### src/hdl/dger_pkg.sv
// shared types, widths and constants for the disk graph escape reachability block
`default_nettype none

package dger_pkg;

  // default depth of the point store
  localparam int DEFAULT_MAX_POINTS = 128;

  // widths of the fixed-point arithmetic, all in half units
  localparam int COORD_W    = 8;
  localparam int JUMP_W     = 8;
  localparam int REACH_W    = 9;
  localparam int REACH_SQ_W = 17;
  localparam int DIFF_W     = 9;
  localparam int DIFF_SQ_W  = 16;
  localparam int DIST_SQ_W  = 17;
  localparam int EDGE_SUM_W = 10;

  // island radius and lake half-side, half units
  localparam logic [REACH_W-1:0]    ISLAND_RADIUS = 9'd15;
  localparam logic [EDGE_SUM_W-1:0] LAKE_HALF     = 10'd100;

  // one input item
  typedef struct packed {
    logic signed [COORD_W-1:0] point_x;
    logic signed [COORD_W-1:0] point_y;
    logic                      point_present;
    logic                      last_point;
  } point_item_t;

  // one result item
  typedef struct packed {
    logic can_reach_edge;
    logic overflow;
  } result_item_t;

  // commands from the controller to the datapath
  typedef struct packed {
    logic accept;
    logic seed;
    logic square;
    logic scan_issue;
    logic pop;
    logic fetch;
    logic take_cur;
    logic finish;
    logic found;
  } dger_cmd_t;

  // status from the datapath to the controller
  typedef struct packed {
    logic scan_done;
    logic pipe_busy;
    logic stack_empty;
    logic edge_hit;
    logic out_free;
  } dger_status_t;

endpackage

`default_nettype wire

### src/hdl/dger_ram.sv
// generic single write port ram with registered read
`default_nettype none

module dger_ram #(
  parameter int WIDTH = 8,
  parameter int DEPTH = 128
) (
  input  logic                                      clk,
  input  logic                                      we,
  input  logic [((DEPTH > 1) ? $clog2(DEPTH) : 1)-1:0] waddr,
  input  logic [WIDTH-1:0]                          wdata,
  input  logic [((DEPTH > 1) ? $clog2(DEPTH) : 1)-1:0] raddr,
  output logic [WIDTH-1:0]                          rdata
);

  logic [WIDTH-1:0] mem [DEPTH];

  // write and registered read
  always_ff @(posedge clk) begin
    if (we) begin
      mem[waddr] <= wdata;
    end
    rdata <= mem[raddr];
  end

endmodule

`default_nettype wire

### src/hdl/dger_ctrl.sv
// controller state machine: loading, search sequencing and result hand-off
`default_nettype none

module dger_ctrl
  import dger_pkg::*;
(
  input  logic         clk,
  input  logic         rst,
  input  logic         in_valid,
  input  logic         in_last,
  output logic         in_ready,
  input  dger_status_t status,
  output dger_cmd_t    cmd
);

  typedef enum logic [2:0] {
    S_LOAD,
    S_SQUARE,
    S_SCAN,
    S_DRAIN,
    S_POP,
    S_FETCH,
    S_TAKE,
    S_FINISH
  } state_t;

  state_t state, state_next;
  logic   found, found_next;
  logic   accept;

  assign in_ready = (state == S_LOAD);
  assign accept   = in_valid && in_ready;

  // next state and commands
  always_comb begin
    state_next = state;
    found_next = found;
    cmd        = '0;
    case (state)
      S_LOAD: begin
        cmd.accept = accept;
        if (accept && in_last) begin
          cmd.seed   = 1'b1;
          state_next = S_SQUARE;
        end
      end
      S_SQUARE: begin
        cmd.square = 1'b1;
        if (status.edge_hit) begin
          found_next = 1'b1;
          state_next = S_FINISH;
        end else begin
          state_next = S_SCAN;
        end
      end
      S_SCAN: begin
        if (status.scan_done) begin
          state_next = S_DRAIN;
        end else begin
          cmd.scan_issue = 1'b1;
        end
      end
      S_DRAIN: begin
        if (!status.pipe_busy) begin
          state_next = S_POP;
        end
      end
      S_POP: begin
        if (status.stack_empty) begin
          found_next = 1'b0;
          state_next = S_FINISH;
        end else begin
          cmd.pop    = 1'b1;
          state_next = S_FETCH;
        end
      end
      S_FETCH: begin
        cmd.fetch  = 1'b1;
        state_next = S_TAKE;
      end
      S_TAKE: begin
        cmd.take_cur = 1'b1;
        state_next   = S_SQUARE;
      end
      S_FINISH: begin
        if (status.out_free) begin
          cmd.finish = 1'b1;
          state_next = S_LOAD;
        end
      end
      default: begin
        state_next = S_LOAD;
      end
    endcase
    cmd.found = found;
  end

  // state and registered verdict
  always_ff @(posedge clk) begin
    if (rst) begin
      state <= S_LOAD;
      found <= 1'b0;
    end else begin
      state <= state_next;
      found <= found_next;
    end
  end

endmodule

`default_nettype wire

### src/hdl/dger_datapath.sv
// datapath: point store, visited marks, pending stack, distance pipeline, result register
`default_nettype none

module dger_datapath
  import dger_pkg::*;
#(
  parameter int MAX_POINTS = DEFAULT_MAX_POINTS
) (
  input  logic              clk,
  input  logic              rst,
  input  dger_cmd_t         cmd,
  output dger_status_t      status,
  input  point_item_t       in_item,
  input  logic              cfg_valid,
  input  logic [JUMP_W-1:0] cfg_data,
  input  logic              out_ready,
  output logic              out_valid,
  output result_item_t      out_item
);

  localparam int IW = (MAX_POINTS > 1) ? $clog2(MAX_POINTS) : 1;
  localparam int CW = $clog2(MAX_POINTS + 1);
  localparam logic [CW-1:0] COUNT_MAX = CW'(MAX_POINTS);

  function automatic logic [COORD_W-1:0] mag(input logic signed [COORD_W-1:0] v);
    return v[COORD_W-1] ? COORD_W'(-v) : COORD_W'(v);
  endfunction

  logic [JUMP_W-1:0]         jump_distance;
  logic [CW-1:0]             count;
  logic                      ovf;
  logic [CW-1:0]             scan_idx;
  logic [CW-1:0]             top;
  logic [CW-1:0]             top_dec;
  logic signed [COORD_W-1:0] cur_x, cur_y;
  logic [REACH_W-1:0]        reach;
  logic [REACH_SQ_W-1:0]     reach_sq;
  logic [2*REACH_W-1:0]      reach_prod;

  // distance pipeline
  logic                      s1_valid;
  logic [IW-1:0]             s1_idx;
  logic                      s2_valid;
  logic [IW-1:0]             s2_idx;
  logic                      s2_vis;
  logic signed [DIFF_W-1:0]  s2_dx, s2_dy;
  logic signed [2*DIFF_W-1:0] sqx_full, sqy_full;
  logic                      s3_valid;
  logic [IW-1:0]             s3_idx;
  logic [DIFF_SQ_W-1:0]      s3_sqx, s3_sqy;
  logic [DIST_SQ_W-1:0]      dist_sq;
  logic                      hit;
  logic                      push;

  // memory ports
  logic                      store_point;
  logic [2*COORD_W-1:0]      pt_rdata;
  logic [IW-1:0]             pt_raddr;
  logic signed [COORD_W-1:0] rd_x, rd_y;
  logic                      vis_we;
  logic [IW-1:0]             vis_waddr;
  logic                      vis_rdata;
  logic [IW-1:0]             stk_rdata;

  logic [EDGE_SUM_W-1:0]     edge_sum_x, edge_sum_y;

  assign store_point = cmd.accept && in_item.point_present && (count < COUNT_MAX);
  assign top_dec     = top - CW'(1);
  assign pt_raddr    = cmd.fetch ? stk_rdata : scan_idx[IW-1:0];
  assign rd_x        = pt_rdata[2*COORD_W-1 -: COORD_W];
  assign rd_y        = pt_rdata[COORD_W-1:0];

  // point coordinates, one word per point
  dger_ram #(
    .WIDTH(2 * COORD_W),
    .DEPTH(MAX_POINTS)
  ) u_points (
    .clk  (clk),
    .we   (store_point),
    .waddr(count[IW-1:0]),
    .wdata({in_item.point_x, in_item.point_y}),
    .raddr(pt_raddr),
    .rdata(pt_rdata)
  );

  // visited marks: cleared as each point is loaded, set on a hit
  assign vis_we    = store_point || hit;
  assign vis_waddr = hit ? s3_idx : count[IW-1:0];

  dger_ram #(
    .WIDTH(1),
    .DEPTH(MAX_POINTS)
  ) u_visited (
    .clk  (clk),
    .we   (vis_we),
    .waddr(vis_waddr),
    .wdata(hit),
    .raddr(scan_idx[IW-1:0]),
    .rdata(vis_rdata)
  );

  // pending stack of point indexes
  assign push = hit && (top < COUNT_MAX);

  dger_ram #(
    .WIDTH(IW),
    .DEPTH(MAX_POINTS)
  ) u_stack (
    .clk  (clk),
    .we   (push),
    .waddr(top[IW-1:0]),
    .wdata(s3_idx),
    .raddr(top_dec[IW-1:0]),
    .rdata(stk_rdata)
  );

  // squares and distance compare
  assign sqx_full   = s2_dx * s2_dx;
  assign sqy_full   = s2_dy * s2_dy;
  assign reach_prod = reach * reach;
  assign dist_sq    = DIST_SQ_W'(s3_sqx) + DIST_SQ_W'(s3_sqy);
  assign hit        = s3_valid && (dist_sq <= reach_sq);

  // edge test of the current position
  assign edge_sum_x = EDGE_SUM_W'(mag(cur_x)) + EDGE_SUM_W'(reach);
  assign edge_sum_y = EDGE_SUM_W'(mag(cur_y)) + EDGE_SUM_W'(reach);

  // status to the controller
  assign status.scan_done   = (scan_idx == count);
  assign status.pipe_busy   = s1_valid || s2_valid || s3_valid;
  assign status.stack_empty = (top == '0);
  assign status.edge_hit    = (edge_sum_x >= LAKE_HALF) || (edge_sum_y >= LAKE_HALF);
  assign status.out_free    = !out_valid || out_ready;

  // control registers
  always_ff @(posedge clk) begin
    if (rst) begin
      jump_distance <= '0;
      count         <= '0;
      ovf           <= 1'b0;
      scan_idx      <= '0;
      top           <= '0;
      s1_valid      <= 1'b0;
      s2_valid      <= 1'b0;
      s3_valid      <= 1'b0;
      out_valid     <= 1'b0;
    end else begin
      if (cfg_valid) begin
        jump_distance <= cfg_data;
      end
      if (store_point) begin
        count <= count + CW'(1);
      end else if (cmd.accept && in_item.point_present) begin
        ovf <= 1'b1;
      end
      if (cmd.square) begin
        scan_idx <= '0;
      end else if (cmd.scan_issue) begin
        scan_idx <= scan_idx + CW'(1);
      end
      if (cmd.seed) begin
        top <= '0;
      end else if (cmd.pop) begin
        top <= top_dec;
      end else if (push) begin
        top <= top + CW'(1);
      end
      s1_valid <= cmd.scan_issue;
      s2_valid <= s1_valid;
      s3_valid <= s2_valid && !s2_vis;
      if (cmd.finish) begin
        out_valid <= 1'b1;
        count     <= '0;
        ovf       <= 1'b0;
        top       <= '0;
      end else if (out_ready) begin
        out_valid <= 1'b0;
      end
    end
  end

  // payload registers
  always_ff @(posedge clk) begin
    if (cmd.seed) begin
      cur_x <= '0;
      cur_y <= '0;
      reach <= REACH_W'(jump_distance) + ISLAND_RADIUS;
    end else if (cmd.take_cur) begin
      cur_x <= rd_x;
      cur_y <= rd_y;
      reach <= REACH_W'(jump_distance);
    end
    if (cmd.square) begin
      reach_sq <= reach_prod[REACH_SQ_W-1:0];
    end
    s1_idx <= scan_idx[IW-1:0];
    s2_idx <= s1_idx;
    s2_vis <= vis_rdata;
    s2_dx  <= DIFF_W'(rd_x) - DIFF_W'(cur_x);
    s2_dy  <= DIFF_W'(rd_y) - DIFF_W'(cur_y);
    s3_idx <= s2_idx;
    s3_sqx <= sqx_full[DIFF_SQ_W-1:0];
    s3_sqy <= sqy_full[DIFF_SQ_W-1:0];
    if (cmd.finish) begin
      out_item.can_reach_edge <= cmd.found;
      out_item.overflow       <= ovf;
    end
  end

  // checks
  a_stack_within_count: assert property (@(posedge clk) disable iff (rst)
    top <= count) else $error("pending stack deeper than point count");

  a_count_bounded: assert property (@(posedge clk) disable iff (rst)
    count <= COUNT_MAX) else $error("point count beyond store depth");

  a_hit_in_range: assert property (@(posedge clk) disable iff (rst)
    hit |-> (CW'(s3_idx) < count)) else $error("hit on an unloaded entry");

  a_finish_result: assert property (@(posedge clk) disable iff (rst)
    cmd.finish |=> out_valid && (out_item.overflow == $past(ovf)))
    else $error("result item not presented after search");

endmodule

`default_nettype wire

### src/hdl/disk_graph_escape_reachability_top.sv
// top level of the disk graph escape reachability block
// Points load at one item per clock into a store of MAX_POINTS entries; the item marked
// last_point starts a search and the block takes no item until its result is written to
// the output register. Each position examined (the island and every point reached) goes
// through these steps: the reach is squared and the shore tested, one pass is made over the
// stored points through the single read port of the point store and the pass is seen done,
// the 3-stage distance pipeline drains, and the next position is popped and fetched; once
// the stack runs empty the last pop is followed by the result write. A position within
// reach of the shore ends the search at once. A waiting result does not block loading of
// the next set; only the end of the next search waits for it to be taken.
`default_nettype none

module disk_graph_escape_reachability_top
  import dger_pkg::*;
#(
  parameter int MAX_POINTS = DEFAULT_MAX_POINTS
) (
  input  logic              clk,
  input  logic              rst,
  input  logic              in_valid,
  output logic              in_ready,
  input  point_item_t       in_data,
  output logic              out_valid,
  input  logic              out_ready,
  output result_item_t      out_data,
  input  logic              cfg_valid,
  output logic              cfg_ready,
  input  logic [JUMP_W-1:0] cfg_data
);

  dger_cmd_t    cmd;
  dger_status_t status;

  // register writes always taken
  assign cfg_ready = 1'b1;

  // sequencing
  dger_ctrl u_ctrl (
    .clk     (clk),
    .rst     (rst),
    .in_valid(in_valid),
    .in_last (in_data.last_point),
    .in_ready(in_ready),
    .status  (status),
    .cmd     (cmd)
  );

  // storage and arithmetic
  dger_datapath #(
    .MAX_POINTS(MAX_POINTS)
  ) u_datapath (
    .clk      (clk),
    .rst      (rst),
    .cmd      (cmd),
    .status   (status),
    .in_item  (in_data),
    .cfg_valid(cfg_valid && cfg_ready),
    .cfg_data (cfg_data),
    .out_ready(out_ready),
    .out_valid(out_valid),
    .out_item (out_data)
  );

endmodule

`default_nettype wire
### config.mk
export PLATFORM = sky130hd
export DESIGN_NAME = disk_graph_escape_reachability_top
export DESIGN_NICKNAME = d
export VERILOG_FILES = /design/src/hdl/dger_pkg.sv /design/src/hdl/dger_ram.sv /design/src/hdl/dger_ctrl.sv /design/src/hdl/dger_datapath.sv /design/src/hdl/disk_graph_escape_reachability_top.sv
export SDC_FILE = /design/constraint.sdc
export NUM_CORES = 2
export LEC_CHECK = 0
export BUFFER_PORTS_ARGS = -buffer_cell sky130_fd_sc_hd__buf_2
export CAP_MARGIN = 20
export CORE_MARGIN = 10
export CORE_UTILIZATION = 50
export CTS_BUF_LIST = sky130_fd_sc_hd__clkbuf_4 sky130_fd_sc_hd__clkbuf_8
export DETAILED_ROUTE_END_ITERATION = 7
export HOLD_SLACK_MARGIN = 0.12
export PLACE_DENSITY = 0.65
export SYNTH_ARGS = -nofsm -noshare
export SYNTH_HDL_FRONTEND = slang
export SYNTH_SLANG_ARGS = --single-unit
### constraint.sdc
create_clock -name clk -period 7.2 [get_ports clk]
set_input_delay 0.36 -clock clk [delete_from_list [all_inputs] [get_ports clk]]
set_output_delay 0.36 -clock clk [all_outputs]
set_load 0.01 [all_outputs]
==> results by group <==
GRT
  – Tot GR Track Use: a little under a quarter
  – Vias in the first global route: between 70000 and 80000
  – Initial antenna violation count: 14
  – First-pass GRT wire length: around 520000 um
  – Largest net degree at the start of global routing: between 150 and 200
  – Gr ovfl total: 0

Setup path
  – Worst setup path category: flop to flop
  – Critical-path cell list: ha_1 > a21oi_1 > nor2b_1 > o31a_1 > nor2_1 > o21ai_0 > a41oi_1 > a21boi_0 > xor2_1 > ha_1 > a21o_1 > a21o_1 > a21oi_1 > o211ai_1 > a21oi_4 > o21ai_4 > buf_12 > or3_1 > nor2_1
  – Crit path max-delay family: compound AO/OA/AOI/OAI gates
  – CP arrival: 6.64 ns
  – Critical Path Sink Type: flop
  – WP depth: 19
  – Worst r2r path cells: 19
  – CP Launch Type: flop
  – Critical Path RT: about 8 ns
  – CP Buf/Inv Count: 1
  – Max incr delay on CP: 0.66 ns
  – Worst setup path startpoint: u_datapath.s3_sqy[3]
  – Start of the worst register-to-register path: u_datapath.s3_sqy[3]
  – Maximum fanout along the worst path: 94
  – Crit-path slowest cell: or3_1

Outcome
  – Status: complete, no violations

Pwr
  – Combinational Power Share: roughly 34%
  – Peak supply drop: ~1300 uV
  – Clock network power share: 27.9%
  – Sw frac: 32.69%
  – P per Cell Area: between 300 and 400 nW/um^2
  – Net switching power: between 15000 and 20000 uW
  – Cell internal pwr: 38290 uW
  – Leak Pwr: just over 0.05 uW
  – Pwr Total: 56890 uW
  – Flop pwr share: 38.5%

STA
  – Final TNS setup: 0 ns
  – Final setup vio count: 0
  – Max Slew Vio Count: 0
  – Rel. slew slack: about a fifth
  – Final Hold Viols: 0
  – Worst slew pin tran: between 1 and 1.5 ns
  – Clock skew: 0.07188 ns
  – Crit path time final: 5.875 ns
  – RSZ-0062 raised after global routing: false
  – Fmax: approximately 170 MHz
  – Crit share post-route: between 80% and 90%

Floorplanning
  – Die ar.: about 300000 um^2
  – Placeable Area: ~270000 um^2
  – Die Ht: around 540 um
  – Row count: 190
  – # IOs: 36
  – Starting Density: between 50 and 60%
  – Die W: between 500 and 600 um

Logic synthesis
  – Sequential fraction of the synthesis area: 71.13%
  – Mapped cell area: about 140000 um^2
  – Synthesized flop and latch total: 3250
  – Synth warn: 0
  – Dominant cell type by area after synthesis: edfxtp_1
  – Async SR Flop Fraction: 0%
  – Synth Area in Simple Gates: under 10%
  – Dominant cells by area after synthesis: edfxtp_1 (69%), mux4_2 (8.5%), nand2_1 (3.6%), dfxtp_1 (2.2%), nand3_1 (2.2%)
  – Main synth FF type: edfxtp_1
  – Syn Nets: 8830
  – EDFF count, synth: between 3000 and 4000
  – Synth top area share: about 69%
  – Avg Inst Size Synth: between 15 and 20 um^2
  – Compound-Gate Fraction of Synth Area: around 2.8%
  – Mux share of post-synthesis cell area: between 10 and 15%
  – Post-synth cell types: 67
  – Post-Synth XOR/XNOR Area: less than 1%
  – Mapped Cells: ~8500
  – Largest family of logic cells by synthesized area: multiplexers
  – Post-Synth Adder-Cell Area: under 10%

Clock network
  – Root buf cell: clkbuf_8
  – Post-CTS Repair Setup Buffers: 0
  – Post-cts hold buffer count: 57
  – CTS tree: built
  – Clock Latency Late Sink: around 1.2 ns
  – Max Root-Sink Buffers: 4
  – CTS resizes: 0
  – CTS Buf Count: roughly 520
  – H-tree depth: 6
  – Reg clk slew, reported paths: approximately 0.060 ns
  – TritonCTS Sinks: ~3300

Routing
  – Vias/cell: between 6 and 7
  – Antenna-violating nets left: 0
  – # DRC: 0
  – Detailed Routing Iterations Pass 1: 6
  – Wire per inst: 27.64 um
  – Number of DRC markers in iteration 0: roughly 10000
  – Final wirelength: ~360000 um
  – Via count: ~78000

Min path
  – Worst hold stages: 2
  – Hold path startpoint: in_data[12]
  – Hold Crit Class: input pin to flop

Layout
  – Final #Nets: between 9000 and 10000
  – Commonest non-fill, non-tap cell in the layout: edfxtp_1
  – Share of layout cells above drive strength 1: a little under a fifth
  – Commonest non-fill, non-tap cells in the layout: edfxtp_1 (3099), nand2_1 (1293), nand3_1 (595), clkbuf_8 (540), mux4_2 (511)
  – Area growth syn-to-layout: 11.96%

Place
  – DPL Wire Length: roughly 220000 um
  – Port Buffers: 34
  – GPL Wtd Cong: 0.8519

Job
  – Max-Cap Viols: 0
-- layer usage --
metal  share of wire [%]  GRT usage [%]  vias to the layer above
met3                  11          5.469                      645
met1                  41          34.48                    39800
met4                 3.1          7.384                       18
li1                    -              -                    33150
met5                0.11              0                        -
met2                  45          35.66                     4310
-- layout make-up --
cell class | count | area [um^2]
antenna | 6 | 15.01
fill | 20600 | 117200
inverter | 253 | 952.2
timing repair buffer | 368 | 3129
sequential | 3250 | 96110
tap | 3552 | 4444
multi-input combinational | 4513 | 36210
clock buffer | 713 | 8731
clock inverter | 204 | 1627
-- cells in the mapped netlist, drive strengths merged (11+ instances only) --
cell type and instances:
dfxtp 151, fa 145, nand4 41, buf 203, mux2 17, ha 168
nor2 427, nand2 1294, a31oi 50, o22ai 17, and3 65, a32o 32
a32oi 64, a22oi 34, or3 15, xnor2 91, nand3 597, inv 252
a211oi 11, nor4 45, a21oi 145, mux2i 213, mux4 511, nand2b 30
o211ai 21, xor2 38, o21ai 80, a21o 33, and2 75, clkbuf 267
nor3 119, a2111oi 15, edfxtp 3099, nor2b 32
-- cell families after synthesis --
| group | after synthesis |
|---|---|
| AND/OR/NAND/NOR | 2770 |
| other | 1 |
| multiplexers | 741 |
| AO/OA/AOI/OAI | 559 |
| buffers and inverters | 723 |
| adder cells (fa/ha/maj) | 313 |
| flip-flops | 3250 |
| XOR/XNOR | 129 |
-- power by group through the flow --
stage               sequential, uW  clock (uW)  combinational (uW)
finish                       21900       15900               19100
global route                 21900       17000               21800
CTS                          21900       16100               19500
detailed placement           22300           0               19100
global placement             22300           0               19000
floorplan                    21900           0               14500
-- final timing paths --
path	to	slack (ns)
worst max register to register	u_datapath.u_stack.mem[67][3]	1.33
worst max-delay path	u_datapath.u_stack.mem[67][3]	1.33
worst min register to register	u_datapath.s2_idx[3]	0.29
worst min-delay path	u_datapath.u_points.mem[70][10]	0.28
-- registers in the layout (all words and copies together) (netlist names), 7 cells and up --
name                       count
u_datapath.count               8
u_datapath.cur_x               8
u_datapath.cur_y               8
u_datapath.jump_distance       8
u_datapath.reach               9
u_datapath.reach_sq           16
u_datapath.s1_idx              7
u_datapath.s2_dx               9
u_datapath.s2_dy               9
u_datapath.s2_idx              7
u_datapath.s3_idx              7
u_datapath.s3_sqx             15
u_datapath.s3_sqy             15
u_datapath.scan_idx            8
u_datapath.top                 8
u_datapath.u_points.mem     2048
u_datapath.u_points.rdata     16
u_datapath.u_stack.mem       896
u_datapath.u_stack.rdata       7
u_datapath.u_visited.mem     128
-- per-stage QoR --
| stage | instances | hold slack, ns | worst slack (ns) | instance area [um^2] | utilization, % |
|---|---|---|---|---|---|
| floorplan | 8486 | 0.3096 | 1.865 | 135100 | - |
| global placement | 11860 | 0.3106 | 1.405 | 140100 | 52.19 |
| detailed placement | 11870 | 0.3118 | 1.375 | 140200 | 52.24 |
| CTS | 12840 | 0.2068 | 1.370 | 151100 | 56.31 |
| global route | 12860 | 0.2492 | 0.9380 | 151200 | 56.34 |
| finish | 12860 | 0.2829 | 1.325 | 151200 | 56.34 |
Note: power is estimated with default switching activity, not from simulation.
